[config.mk]
export PLATFORM = sky130hd
export DESIGN_NAME = barometric_pressure_compensation_unit
export DESIGN_NICKNAME = d
export VERILOG_FILES = /design/src/hdl/bpc_pkg.sv /design/src/hdl/bpc_div.sv /design/src/hdl/barometric_pressure_compensation_unit.sv
export SDC_FILE = /design/constraint.sdc
export NUM_CORES = 2
export LEC_CHECK = 0
export BUFFER_PORTS_ARGS = -buffer_cell sky130_fd_sc_hd__buf_2
export CELL_PAD_IN_SITES_DETAIL_PLACEMENT = 1
export CELL_PAD_IN_SITES_GLOBAL_PLACEMENT = 1
export CORE_MARGIN = 2
export CORE_UTILIZATION = 41
export DETAILED_ROUTE_END_ITERATION = 10
export PLACE_DENSITY = 0.79
export SETUP_SLACK_MARGIN = 0.4
export SLEW_MARGIN = 20
export SYNTH_ARGS = -nofsm -noshare
export SYNTH_HDL_FRONTEND = slang
export SYNTH_HIERARCHICAL = 1
export SYNTH_SLANG_ARGS = --single-unit
[constraint.sdc]
create_clock -name clk_i -period 31.6 [get_ports clk_i]
set_clock_uncertainty 0.15 [all_clocks]
set_input_delay 6.32 -clock clk_i [delete_from_list [all_inputs] [get_ports clk_i]]
set_output_delay 6.32 -clock clk_i [all_outputs]
set_load 0.02 [all_outputs]
[src/hdl/bpc_pkg.sv]
// Shared types and constants for the pressure compensation block.
`default_nettype none
package bpc_pkg;
  localparam int unsigned DataW   = 32;
  localparam int unsigned RawW    = 19;
  localparam int unsigned CfgIdxW = 3;

  typedef enum logic [2:0] {
    REG_AC1_AC2 = 3'd0,
    REG_AC3_AC4 = 3'd1,
    REG_AC5_AC6 = 3'd2,
    REG_B1_B2   = 3'd3,
    REG_MC_MD   = 3'd4,
    REG_OSS     = 3'd5
  } cfg_reg_e;

  localparam logic [DataW-1:0] B6Off   = 32'd4000;
  localparam logic [DataW-1:0] B7Scale = 32'd50000;
  localparam logic [DataW-1:0] B4Bias  = 32'd32768;
  localparam logic [DataW-1:0] MgCoef  = 32'd3038;
  localparam logic [DataW-1:0] MhCoef  = 32'hFFFFE343;
  localparam logic [DataW-1:0] MiCoef  = 32'd3791;
  localparam logic [DataW-1:0] SignBit = 32'h80000000;

  typedef struct packed {
    logic             start;
    logic [DataW-1:0] dividend;
    logic [DataW-1:0] divisor;
  } div_req_t;

  typedef struct packed {
    logic             done;
    logic [DataW-1:0] quotient;
  } div_rsp_t;

  function automatic logic [DataW-1:0] sx16(input logic [15:0] h);
    return {{16{h[15]}}, h};
  endfunction
endpackage
`default_nettype wire

[src/hdl/bpc_div.sv]
// Bit-serial unsigned 32-bit restoring divider, one quotient bit per cycle.
`default_nettype none
module bpc_div
  import bpc_pkg::*;
(
  input  wire logic     clk_i,
  input  wire logic     rst_ni,
  input  wire div_req_t req_i,
  output div_rsp_t      rsp_o
);
  localparam int unsigned CntW = $clog2(DataW + 1);

  logic [DataW-1:0] rem_q, rem_d, quo_q, quo_d, dvs_q, dvs_d;
  logic [CntW-1:0]  cnt_q, cnt_d;
  logic             busy_q, busy_d, done_q, done_d;
  logic [DataW:0]   trial;
  logic [DataW:0]   shifted;

  always_comb begin
    shifted = {rem_q, quo_q[DataW-1]};
    trial   = shifted - {1'b0, dvs_q};
    rem_d   = rem_q;
    quo_d   = quo_q;
    dvs_d   = dvs_q;
    cnt_d   = cnt_q;
    busy_d  = busy_q;
    done_d  = 1'b0;
    if (req_i.start) begin
      rem_d  = '0;
      quo_d  = req_i.dividend;
      dvs_d  = req_i.divisor;
      cnt_d  = CntW'(DataW);
      busy_d = 1'b1;
    end else if (busy_q) begin
      if (!trial[DataW]) begin
        rem_d = trial[DataW-1:0];
        quo_d = {quo_q[DataW-2:0], 1'b1};
      end else begin
        rem_d = shifted[DataW-1:0];
        quo_d = {quo_q[DataW-2:0], 1'b0};
      end
      cnt_d = cnt_q - 1'b1;
      if (cnt_q == CntW'(1)) begin
        busy_d = 1'b0;
        done_d = 1'b1;
      end
    end
  end

  always_ff @(posedge clk_i or negedge rst_ni) begin
    if (!rst_ni) begin
      busy_q <= 1'b0;
      done_q <= 1'b0;
      cnt_q  <= '0;
    end else begin
      busy_q <= busy_d;
      done_q <= done_d;
      cnt_q  <= cnt_d;
    end
  end

  always_ff @(posedge clk_i) begin
    rem_q <= rem_d;
    quo_q <= quo_d;
    dvs_q <= dvs_d;
  end

  assign rsp_o.done     = done_q;
  assign rsp_o.quotient = quo_q;
endmodule
`default_nettype wire

[src/hdl/barometric_pressure_compensation_unit.sv]
// Top level: sequencer with a shared multiplier and a serial divider.
// Usage:
//   Input stream: tuser = action (0 temperature, 1 pressure), tdata[18:0] =
//   raw reading. Output stream: tuser = kind, tdata[31:0] = value,
//   tdata[32] = div_error. One result per transfer in.
//   Configuration: write cfg_we_i with cfg_idx_i / cfg_data_i while idle.
//   Indexes beyond the list are ignored.
//   One item at a time: s_axis_tready is high only when the sequencer idles.
//   A temperature item passes the steps multiply, check, divide and finish, a
//   pressure item a longer chain of multiplies around one division; a zero
//   divisor goes straight to the output step. The next transfer in is taken
//   once the sequencer is back in idle. The serial divider and the single
//   registered 32x32 multiplier used once per step set the time per item.
//   The result sits in an output register; a stalled receiver holds it and
//   the sequencer waits in its final step until the register frees up,
//   while the next item may already be accepted once it is moved out.
//   Reset clears calibration registers, the stored b5 and all control state.
`default_nettype none
module barometric_pressure_compensation_unit
  import bpc_pkg::*;
(
  input  wire logic               clk_i,
  input  wire logic               rst_ni,
  input  wire logic               s_axis_tvalid,
  output logic                    s_axis_tready,
  input  wire logic [23:0]        s_axis_tdata,  // [18:0] raw_reading
  input  wire logic               s_axis_tuser,  // [0] action
  output logic                    m_axis_tvalid,
  input  wire logic               m_axis_tready,
  output logic [39:0]             m_axis_tdata,  // [31:0] value, [32] div_error
  output logic                    m_axis_tuser,  // [0] kind
  input  wire logic               cfg_we_i,
  input  wire logic [CfgIdxW-1:0] cfg_idx_i,
  input  wire logic [DataW-1:0]   cfg_data_i
);
  typedef enum logic [19:0] {
    S_IDLE  = 20'h00001,
    S_T_MUL = 20'h00002,
    S_T_CHK = 20'h00004,
    S_T_DIV = 20'h00008,
    S_T_FIN = 20'h00010,
    S_P_SQ  = 20'h00020,
    S_P_X1  = 20'h00040,
    S_P_B3  = 20'h00080,
    S_P_X1B = 20'h00100,
    S_P_X3  = 20'h00200,
    S_P_X3S = 20'h00400,
    S_P_B4M = 20'h00800,
    S_P_B7M = 20'h01000,
    S_P_DVS = 20'h02000,
    S_P_DIV = 20'h04000,
    S_P_PM  = 20'h08000,
    S_P_X1M = 20'h10000,
    S_P_X2M = 20'h20000,
    S_P_FIN = 20'h40000,
    S_OUT   = 20'h80000
  } state_e;

  state_e state_q, state_d;
  logic [DataW-1:0] r0_q, r1_q, r2_q, r3_q, r4_q;
  logic [1:0]       oss_q;
  logic [DataW-1:0] b5_q, b5_d;
  logic [RawW-1:0]  raw_q, raw_d;
  logic [DataW-1:0] prod_q, mul_a, mul_b;
  logic [DataW-1:0] x1_q, x1_d, sq_q, sq_d, x3_q, x3_d, b3_q, b3_d, b4_q, b4_d;
  logic [DataW-1:0] p_q, p_d, res_q, res_d;
  logic             err_q, err_d, kind_q, kind_d, dflag_q, dflag_d, dneg_q, dneg_d;
  logic             ov_q, ov_d;
  logic [39:0]      odata_q, odata_d;
  logic             okind_q, okind_d;
  div_req_t         dreq;
  div_rsp_t         drsp;

  logic [DataW-1:0] ac1, ac2, ac3, ac4, ac5, ac6, b1, b2, mc, md, b6;
  logic [DataW-1:0] asr11, asr12, asr13, asr15, asr16, tx1, td, tnum, qs, tb5;
  logic [DataW-1:0] x3a, b3a, pp, px2, pfin;
  logic             accept;

  assign ac1 = sx16(r0_q[31:16]);
  assign ac2 = sx16(r0_q[15:0]);
  assign ac3 = sx16(r1_q[31:16]);
  assign ac4 = {16'd0, r1_q[15:0]};
  assign ac5 = {16'd0, r2_q[31:16]};
  assign ac6 = {16'd0, r2_q[15:0]};
  assign b1  = sx16(r3_q[31:16]);
  assign b2  = sx16(r3_q[15:0]);
  assign mc  = sx16(r4_q[31:16]);
  assign md  = sx16(r4_q[15:0]);
  assign b6  = b5_q - B6Off;

  assign asr11 = DataW'($signed(prod_q) >>> 11);
  assign asr12 = DataW'($signed(prod_q) >>> 12);
  assign asr13 = DataW'($signed(prod_q) >>> 13);
  assign asr15 = DataW'($signed(prod_q) >>> 15);
  assign asr16 = DataW'($signed(prod_q) >>> 16);

  assign tx1  = asr15;
  assign td   = tx1 + md;
  assign tnum = mc << 11;
  assign qs   = dneg_q ? (~drsp.quotient + 1'b1) : drsp.quotient;
  assign tb5  = x1_q + qs;

  assign x3a  = x1_q + asr11;
  assign b3a  = DataW'($signed(((ac1 << 2) + x3a) << oss_q) + 2) >>> 2;
  assign pp   = DataW'($signed(p_q) >>> 8);
  assign px2  = asr16;
  assign pfin = p_q + DataW'($signed(x1_q + px2 + MiCoef) >>> 4);

  assign accept = s_axis_tvalid && s_axis_tready;
  assign s_axis_tready = (state_q == S_IDLE);

  always_comb begin
    mul_a = p_q;
    mul_b = MhCoef;
    case (state_q)
      S_T_MUL: begin mul_a = {13'd0, raw_q} - ac6; mul_b = ac5; end
      S_P_SQ:  begin mul_a = b6; mul_b = b6; end
      S_P_X1:  begin mul_a = asr12; mul_b = b2; end
      S_P_B3:  begin mul_a = ac2; mul_b = b6; end
      S_P_X1B: begin mul_a = ac3; mul_b = b6; end
      S_P_X3:  begin mul_a = b1; mul_b = sq_q; end
      S_P_B4M: begin mul_a = ac4; mul_b = x3_q + B4Bias; end
      S_P_B7M: begin mul_a = {13'd0, raw_q} - b3_q; mul_b = B7Scale >> oss_q; end
      S_P_PM:  begin mul_a = pp; mul_b = pp; end
      S_P_X1M: begin mul_a = prod_q; mul_b = MgCoef; end
      default: begin mul_a = p_q; mul_b = MhCoef; end
    endcase
  end

  always_comb begin
    state_d = state_q;
    b5_d = b5_q; raw_d = raw_q; x1_d = x1_q; sq_d = sq_q; x3_d = x3_q;
    b3_d = b3_q; b4_d = b4_q; p_d = p_q; res_d = res_q; err_d = err_q;
    kind_d = kind_q; dflag_d = dflag_q; dneg_d = dneg_q;
    ov_d = ov_q; odata_d = odata_q; okind_d = okind_q;
    dreq = '0;
    if (ov_q && m_axis_tready) ov_d = 1'b0;
    unique case (state_q)
      S_IDLE: if (accept) begin
        raw_d   = s_axis_tdata[RawW-1:0];
        kind_d  = s_axis_tuser;
        state_d = s_axis_tuser ? S_P_SQ : S_T_MUL;
      end
      S_T_MUL: state_d = S_T_CHK;
      S_T_CHK: begin
        x1_d = tx1;
        if (td == '0) begin
          res_d = '0; err_d = 1'b1; state_d = S_OUT;
        end else begin
          dneg_d        = tnum[31] ^ td[31];
          dreq.start    = 1'b1;
          dreq.dividend = tnum[31] ? (~tnum + 1'b1) : tnum;
          dreq.divisor  = td[31] ? (~td + 1'b1) : td;
          state_d       = S_T_DIV;
        end
      end
      S_T_DIV: if (drsp.done) state_d = S_T_FIN;
      S_T_FIN: begin
        b5_d  = tb5;
        res_d = DataW'($signed(tb5 + 32'd8) >>> 4);
        err_d = 1'b0;
        state_d = S_OUT;
      end
      S_P_SQ:  state_d = S_P_X1;
      S_P_X1:  begin sq_d = asr12; state_d = S_P_B3; end
      S_P_B3:  begin x1_d = asr11; state_d = S_P_X1B; end
      S_P_X1B: begin b3_d = b3a; state_d = S_P_X3; end
      S_P_X3:  begin x1_d = asr13; state_d = S_P_X3S; end
      S_P_X3S: begin
        x3_d = DataW'($signed(x1_q + asr16 + 32'd2) >>> 2);
        state_d = S_P_B4M;
      end
      S_P_B4M: state_d = S_P_B7M;
      S_P_B7M: begin
        b4_d = prod_q >> 15;
        if ((prod_q >> 15) == '0) begin
          res_d = '0; err_d = 1'b1; state_d = S_OUT;
        end else begin
          state_d = S_P_DVS;
        end
      end
      S_P_DVS: begin
        dflag_d       = (prod_q >= SignBit);
        dreq.start    = 1'b1;
        dreq.dividend = (prod_q >= SignBit) ? prod_q : (prod_q << 1);
        dreq.divisor  = b4_q;
        state_d       = S_P_DIV;
      end
      S_P_DIV: if (drsp.done) begin
        p_d = dflag_q ? (drsp.quotient << 1) : drsp.quotient;
        state_d = S_P_PM;
      end
      S_P_PM:  state_d = S_P_X1M;
      S_P_X1M: state_d = S_P_X2M;
      S_P_X2M: begin x1_d = asr16; state_d = S_P_FIN; end
      S_P_FIN: begin res_d = pfin; err_d = 1'b0; state_d = S_OUT; end
      S_OUT: if (!ov_q || m_axis_tready) begin
        ov_d    = 1'b1;
        odata_d = {7'd0, err_q, res_q};
        okind_d = kind_q;
        state_d = S_IDLE;
      end
      default: state_d = S_IDLE;
    endcase
  end

  bpc_div u_div (
    .clk_i (clk_i),
    .rst_ni(rst_ni),
    .req_i (dreq),
    .rsp_o (drsp)
  );

  always_ff @(posedge clk_i or negedge rst_ni) begin
    if (!rst_ni) begin
      state_q <= S_IDLE;
      ov_q    <= 1'b0;
      b5_q    <= '0;
      r0_q <= '0; r1_q <= '0; r2_q <= '0; r3_q <= '0; r4_q <= '0;
      oss_q   <= '0;
    end else begin
      state_q <= state_d;
      ov_q    <= ov_d;
      b5_q    <= b5_d;
      if (cfg_we_i) begin
        case (cfg_idx_i)
          REG_AC1_AC2: r0_q <= cfg_data_i;
          REG_AC3_AC4: r1_q <= cfg_data_i;
          REG_AC5_AC6: r2_q <= cfg_data_i;
          REG_B1_B2:   r3_q <= cfg_data_i;
          REG_MC_MD:   r4_q <= cfg_data_i;
          REG_OSS:     oss_q <= cfg_data_i[1:0];
          default:     ;
        endcase
      end
    end
  end

  always_ff @(posedge clk_i) begin
    prod_q  <= mul_a * mul_b;
    raw_q   <= raw_d;
    x1_q    <= x1_d;
    sq_q    <= sq_d;
    x3_q    <= x3_d;
    b3_q    <= b3_d;
    b4_q    <= b4_d;
    p_q     <= p_d;
    res_q   <= res_d;
    err_q   <= err_d;
    kind_q  <= kind_d;
    dflag_q <= dflag_d;
    dneg_q  <= dneg_d;
    odata_q <= odata_d;
    okind_q <= okind_d;
  end

  assign m_axis_tvalid = ov_q;
  assign m_axis_tdata  = odata_q;
  assign m_axis_tuser  = okind_q;
endmodule
`default_nettype wire

# Word-level counts from Yosys, hierarchy flattened
# Cells that the tools add are included.
# W data, S select, Z words.
# word_totals
register_bits,601
out_inout_bits,43
# classes
n_addsub,19
n_mul,1
n_lt_le_gt_ge,1
n_eq_ne,32
shifts,2
muxes,39
bitwise,5
n_reduce_logical,26
# ops
operator,n
$pmux W20 S19,1
$mux W32,10
$pmux W32 S10,1
$pmux W32 S4,2
$pmux W32 S8,1
$add A32 B32 Y32,5
$pmux W65 S2,1
$mux W20,6
$add A32 B1 Y32 const B,3
$not A32 Y32,3
$mux W65,1
$logic_not A32 Y1,2
$sub A33 B32 Y33,1
$add A32 B12 Y32 const B,1
$add A32 B2 Y32 const B,1
$add A32 B3 Y32 const B,1
$add A32 B4 Y32 const B,1
$ge A32 B32 Y1 const B,1
$mul A32 B32 Y32,1
$shl A32 B2 Y32,1
$shr A16 B2 Y32 const A,1
$sub A32 B12 Y32 const B,1
$add A30 B17 Y31 const B,1
$sub A20 B30 Y31,1
other kinds (46),77

# Longest topological paths before layout
# depth
depth_word,7
depth_mapped,43
mapped_depth_nobuf,42

# Cells and area by module
# Netlist, hierarchy kept.
# by_module_without_submodules
mod,n_inst,cells_each,area_each_um2
barometric_pressure_compensation_unit,1,5206,48888.1
bpc_div,1,583,5914.4

# Worst setup path before layout
# No wires, ideal clock.
# synth_timing
path_kind,register -> register
from,reg state_q[1]
to,reg prod_q[31]
setup_ps,120
t_arrival_ps,10085
slack_ps,21245
stages_incl_launch_ff,42
n_path_buf,7
synth_period_minus_slack_ps,10355
cell_sequence,dfrtp_1 -> or4_1 -> buf_4 -> nor4_4 -> and2_1 -> buf_2 -> clkbuf_1 -> clkbuf_1 -> clkbuf_1 -> clkbuf_1 -> a222oi_1 -> and4_1 -> clkbuf_1 -> nor2_1 -> fa_1 -> fa_1 -> fa_1 -> inv_1 -> (+6 left out) -> fa_1 -> inv_1 -> fa_1 -> inv_1 -> ha_1 -> o21a_1 -> o21a_1 -> nor2_1 -> nor2_1 -> nor2_1 -> nor3_1 -> a2111o_1 -> a21o_1 -> a21oi_1 -> o21ai_0 -> a21o_1 -> a21oi_1 -> xnor2_1
# synth_via
elab_chain_cells,4
word_cells_on_any_way,14
classes_between,mul: 1; eq/ne: 10; mux: 2; reduce/logical: 1
# synth_lines
item,line,text
from (decl),barometric_pressure_compensation_unit.sv:59,"state_e state_q, state_d;"
from (signal assigned),barometric_pressure_compensation_unit.sv:222,state_q <= state_d;
$eq A20 B9 Y1 (tied with other cells),barometric_pressure_compensation_unit.sv:115,case (state_q)
$reduce_or A3 Y1 (no source line),-,
$pmux W32 S8,barometric_pressure_compensation_unit.sv:115,
$mul A32 B32 Y32 *,barometric_pressure_compensation_unit.sv:240,prod_q <= mul_a * mul_b;
to (signal assigned),barometric_pressure_compensation_unit.sv:240,
to (decl),barometric_pressure_compensation_unit.sv:64,"logic [DataW-1:0] prod_q, mul_a, mul_b;"
# Mark *: on every way between the ends. The rest lies on a longest branch, timed or not.
# A chain may end at the register's enable or synchronous reset.

# Worst setup path after layout
# layout_timing
from,reg state_q[17]
to,reg prod_q[31]
# The elaborated chain is that of the path after synthesis.

==> summary.md <==
| Metric | Value |
|---|---|
| Status | complete, no violations |
| DP HPWL | 164000 µm |
| Final Hold Viols | 0 |
| Post-CTS resize count | 0 |
| H-tree levels | 3 |
| Width of the die | 370 µm |
| Synth area leaders | edfxtp_1 17%, fa_1 16%, dfrtp_1 10%, ha_1 7.5%, mux2_2 4.8% |
| Top-count cell post-synth | inv_1 |
| WS Path Type | reg -> reg |
| Yosys top cell by area | edfxtp_1 |
| Final setup TNS | 0 ns |
| Slew @ Worst Pin | 1.27 ns |
| FF+latch count, synth | between 500 and 600 |
| Post-synth EDFFs | 303 |
| Final cell utilization of the core | ~45% |
| TritonCTS clock tree | built |
| Commonest cells post-synth | 661 x inv_1, 546 x nand2_1, 539 x nor2_1, 435 x fa_1, 329 x ha_1 |
| Final GP Congestion | around 1 |
| Die Ht | roughly 370 µm |
| RSZ-0062 raised after global routing | false |
| Fin crit period | ~13 ns |
| Max Buffers Root-to-Sink | 3 |
| Worst path required time | 32.01 ns |
| Detail Route Antenna Nets | 0 |
| Clock Sinks | 590 |
| I/O pins | ~110 |
| Final Net Count | between 6000 and 7000 |
| Drt drc | 0 |
| CP arrival | 13.49 ns |
| Vias in the first global route | between 40000 and 50000 |
| Crit-path max cell delay | 1.00 ns |
| Vias after detailed routing | 47100 |
| Worst Setup Start Kind | flip-flop |
| Post-synth cell types | 107 |
| Final-report setup violation count | 0 |
| Slew HR | between 10% and 20% |
| Most frequent CP cell | fa_1 |
| Initial antenna violation count | 24 |
| Area of the multi-input gates | approximately 0.036 mm² |
| Syn avg cell area | 9.47 µm² |
| FF/Latch Area | between 0.015 and 0.02 mm² |
| Setup bufs post-CTS | 0 |
| Core area | between 0.1 and 0.15 mm² |
| CTS Buf Count | a little over 70 |
| 1st-iter DRT viols | approximately 4900 |
| Clock Pin Slew Worst Setup and Hold Paths | 0.07 ns |
| Wirelength per Cell | 28.4 µm |
| Layout cell share with drive strength beyond 1 | 11.9% |
| CP Max Fanout | about 50 |
| Initial Util | 41.2% |
| Overflow after GRT | 0 |
| Max_cap viols | 0 |
| Root Buffer | clkbuf_16 |
| Filler instances | ~15000 |
| Async set or reset register ratio after synthesis | 37.8% |
| Routed WL | 218000 µm |
| Worst skew pair latency | roughly 0.7 ns |
| Pin count of the biggest net entering global routing | 77 |
| Synth Cell Area | 0.0548 mm² |
| Syn-to-layout area delta | 9.41% |
| Ys flop type | edfxtp_1 |
| Hold_buf cts | 0 |
| Gr usage total | 31.7% |
| Drt pass-1 iters | 9 |
| Final worst path period share | 41.4% |
| Row cnt | 134 |
| Pins Over Slew Limit | 0 |
| Number of synthesis warnings | 6 |
| Crit path max-delay family | adder cells |
| Via density | 6.13 |
| Share of the synthesized area in the top cell type | between 10% and 20% |
| Total die area | 0.137 mm² |
| Port bufs | 95 |
| Post-synthesis instance total | 5789 |
| Worst setup EP type | flip-flop |
| Seq/Total Area, Yosys | 29.1% |
| First-pass GRT wire length | approximately 320000 µm |
| CP max-delay cell | a2111oi_4 |
| Buf/Inv on CP | 7 |
| Worst hold path class | reg -> reg |
| FMAX | 0.0765 GHz |
[per-stage QoR]
stage	cells	area, µm²	hold WS [ns]	setup WS (ns)
final	7681	60000	0.258	18.53
after detailed placement	7538	57600	0.255	18.86
after floorplan	5809	54900	0.250	21.25
after CTS	7666	59900	0.267	18.79
after global routing	7669	59900	0.279	18.20
after global placement	7538	57600	0.251	19.04
[cell usage in the layout, fill, tap and decap left out, types with 46 or more instances in the layout]
cell type and instances:
a21o_1 87, a21oi_1 221, and2_1 48, and3_1 53
buf_2 95, buf_4 128, clkbuf_16 72, dfrtp_1 221
dfxtp_1 63, edfxtp_1 303, fa_1 435, ha_1 329
inv_1 661, mux2_2 233, mux2i_1 51, nand2_1 545
nand2b_1 79, nand3_1 82, nor2_1 538, nor3_1 108
o21ai_0 173, o22ai_1 46, or2_2 51, xnor2_1 290
xor2_1 125
[worst paths after layout]
kind / start / end / slack, ns / depth (start not counted)
worst max-delay path: state_q[17] / prod_q[31] / 18.53 / 36
worst min-delay path: res_q[24] / m_axis_tdata[24] / 0.26 / 0
worst max register to register: state_q[17] / prod_q[31] / 18.53 / 36
worst min register to register: res_q[24] / m_axis_tdata[24] / 0.26 / 0
max in group asynchronous: rst_ni / u_div/busy_q / 24.10 / 2
min in group asynchronous: rst_ni / b5_q[25] / 5.45 / 1
[metal layers]
metal  wire length [µm]  up-vias  GRT usage (%)
li1                   -    20000              -
met1              80300    23800           37.7
met2              97200     2414           49.9
met3              22800      829           8.67
met4              17600       16           21.7
met5                120        -              0
[kinds of logic (layout without fill, tap and decap cells)]
family / Yosys count / count (layout) / synth area share (%)
other: 1 / 33 / 0.00684
muxes: 284 / 284 / 5.72
buffers and inverters: 926 / 1018 / 6.53
DFF: 590 / 590 / 29.1
xor gates and xnor gates: 419 / 419 / 6.76
AOI/OAI and AO/OA: 1033 / 1033 / 13.1
adders and majority gates: 764 / 764 / 23.4
and+or+nand+nor: 1772 / 1772 / 15.4
[state kept, by name (all words and copies together) (netlist names), 21 cells and up]
signal / count
r3_q: 32
u_div/quo_q: 32
r0_q: 32
x1_q: 21
m_axis_tdata: 33
p_q: 32
res_q: 32
b5_q: 32
prod_q: 32
u_div/dvs_q: 32
r2_q: 32
b3_q: 30
u_div/rem_q: 32
r1_q: 32
r4_q: 32
x3_q: 30
[final cells by class]
class,count,area share (%)
clock inverters,41,0.599
repair buffers,225,2.43
flip-flops and latches,590,26.6
inverters,665,4.17
multi-input cells,4293,59.3
diodes,12,0.0501
clock buffers,87,3.17
well taps,1768,3.69
Power is left out: the tool's default activity adds up to more than one toggle a clock period on the data nets, which glitch-free logic cannot reach.
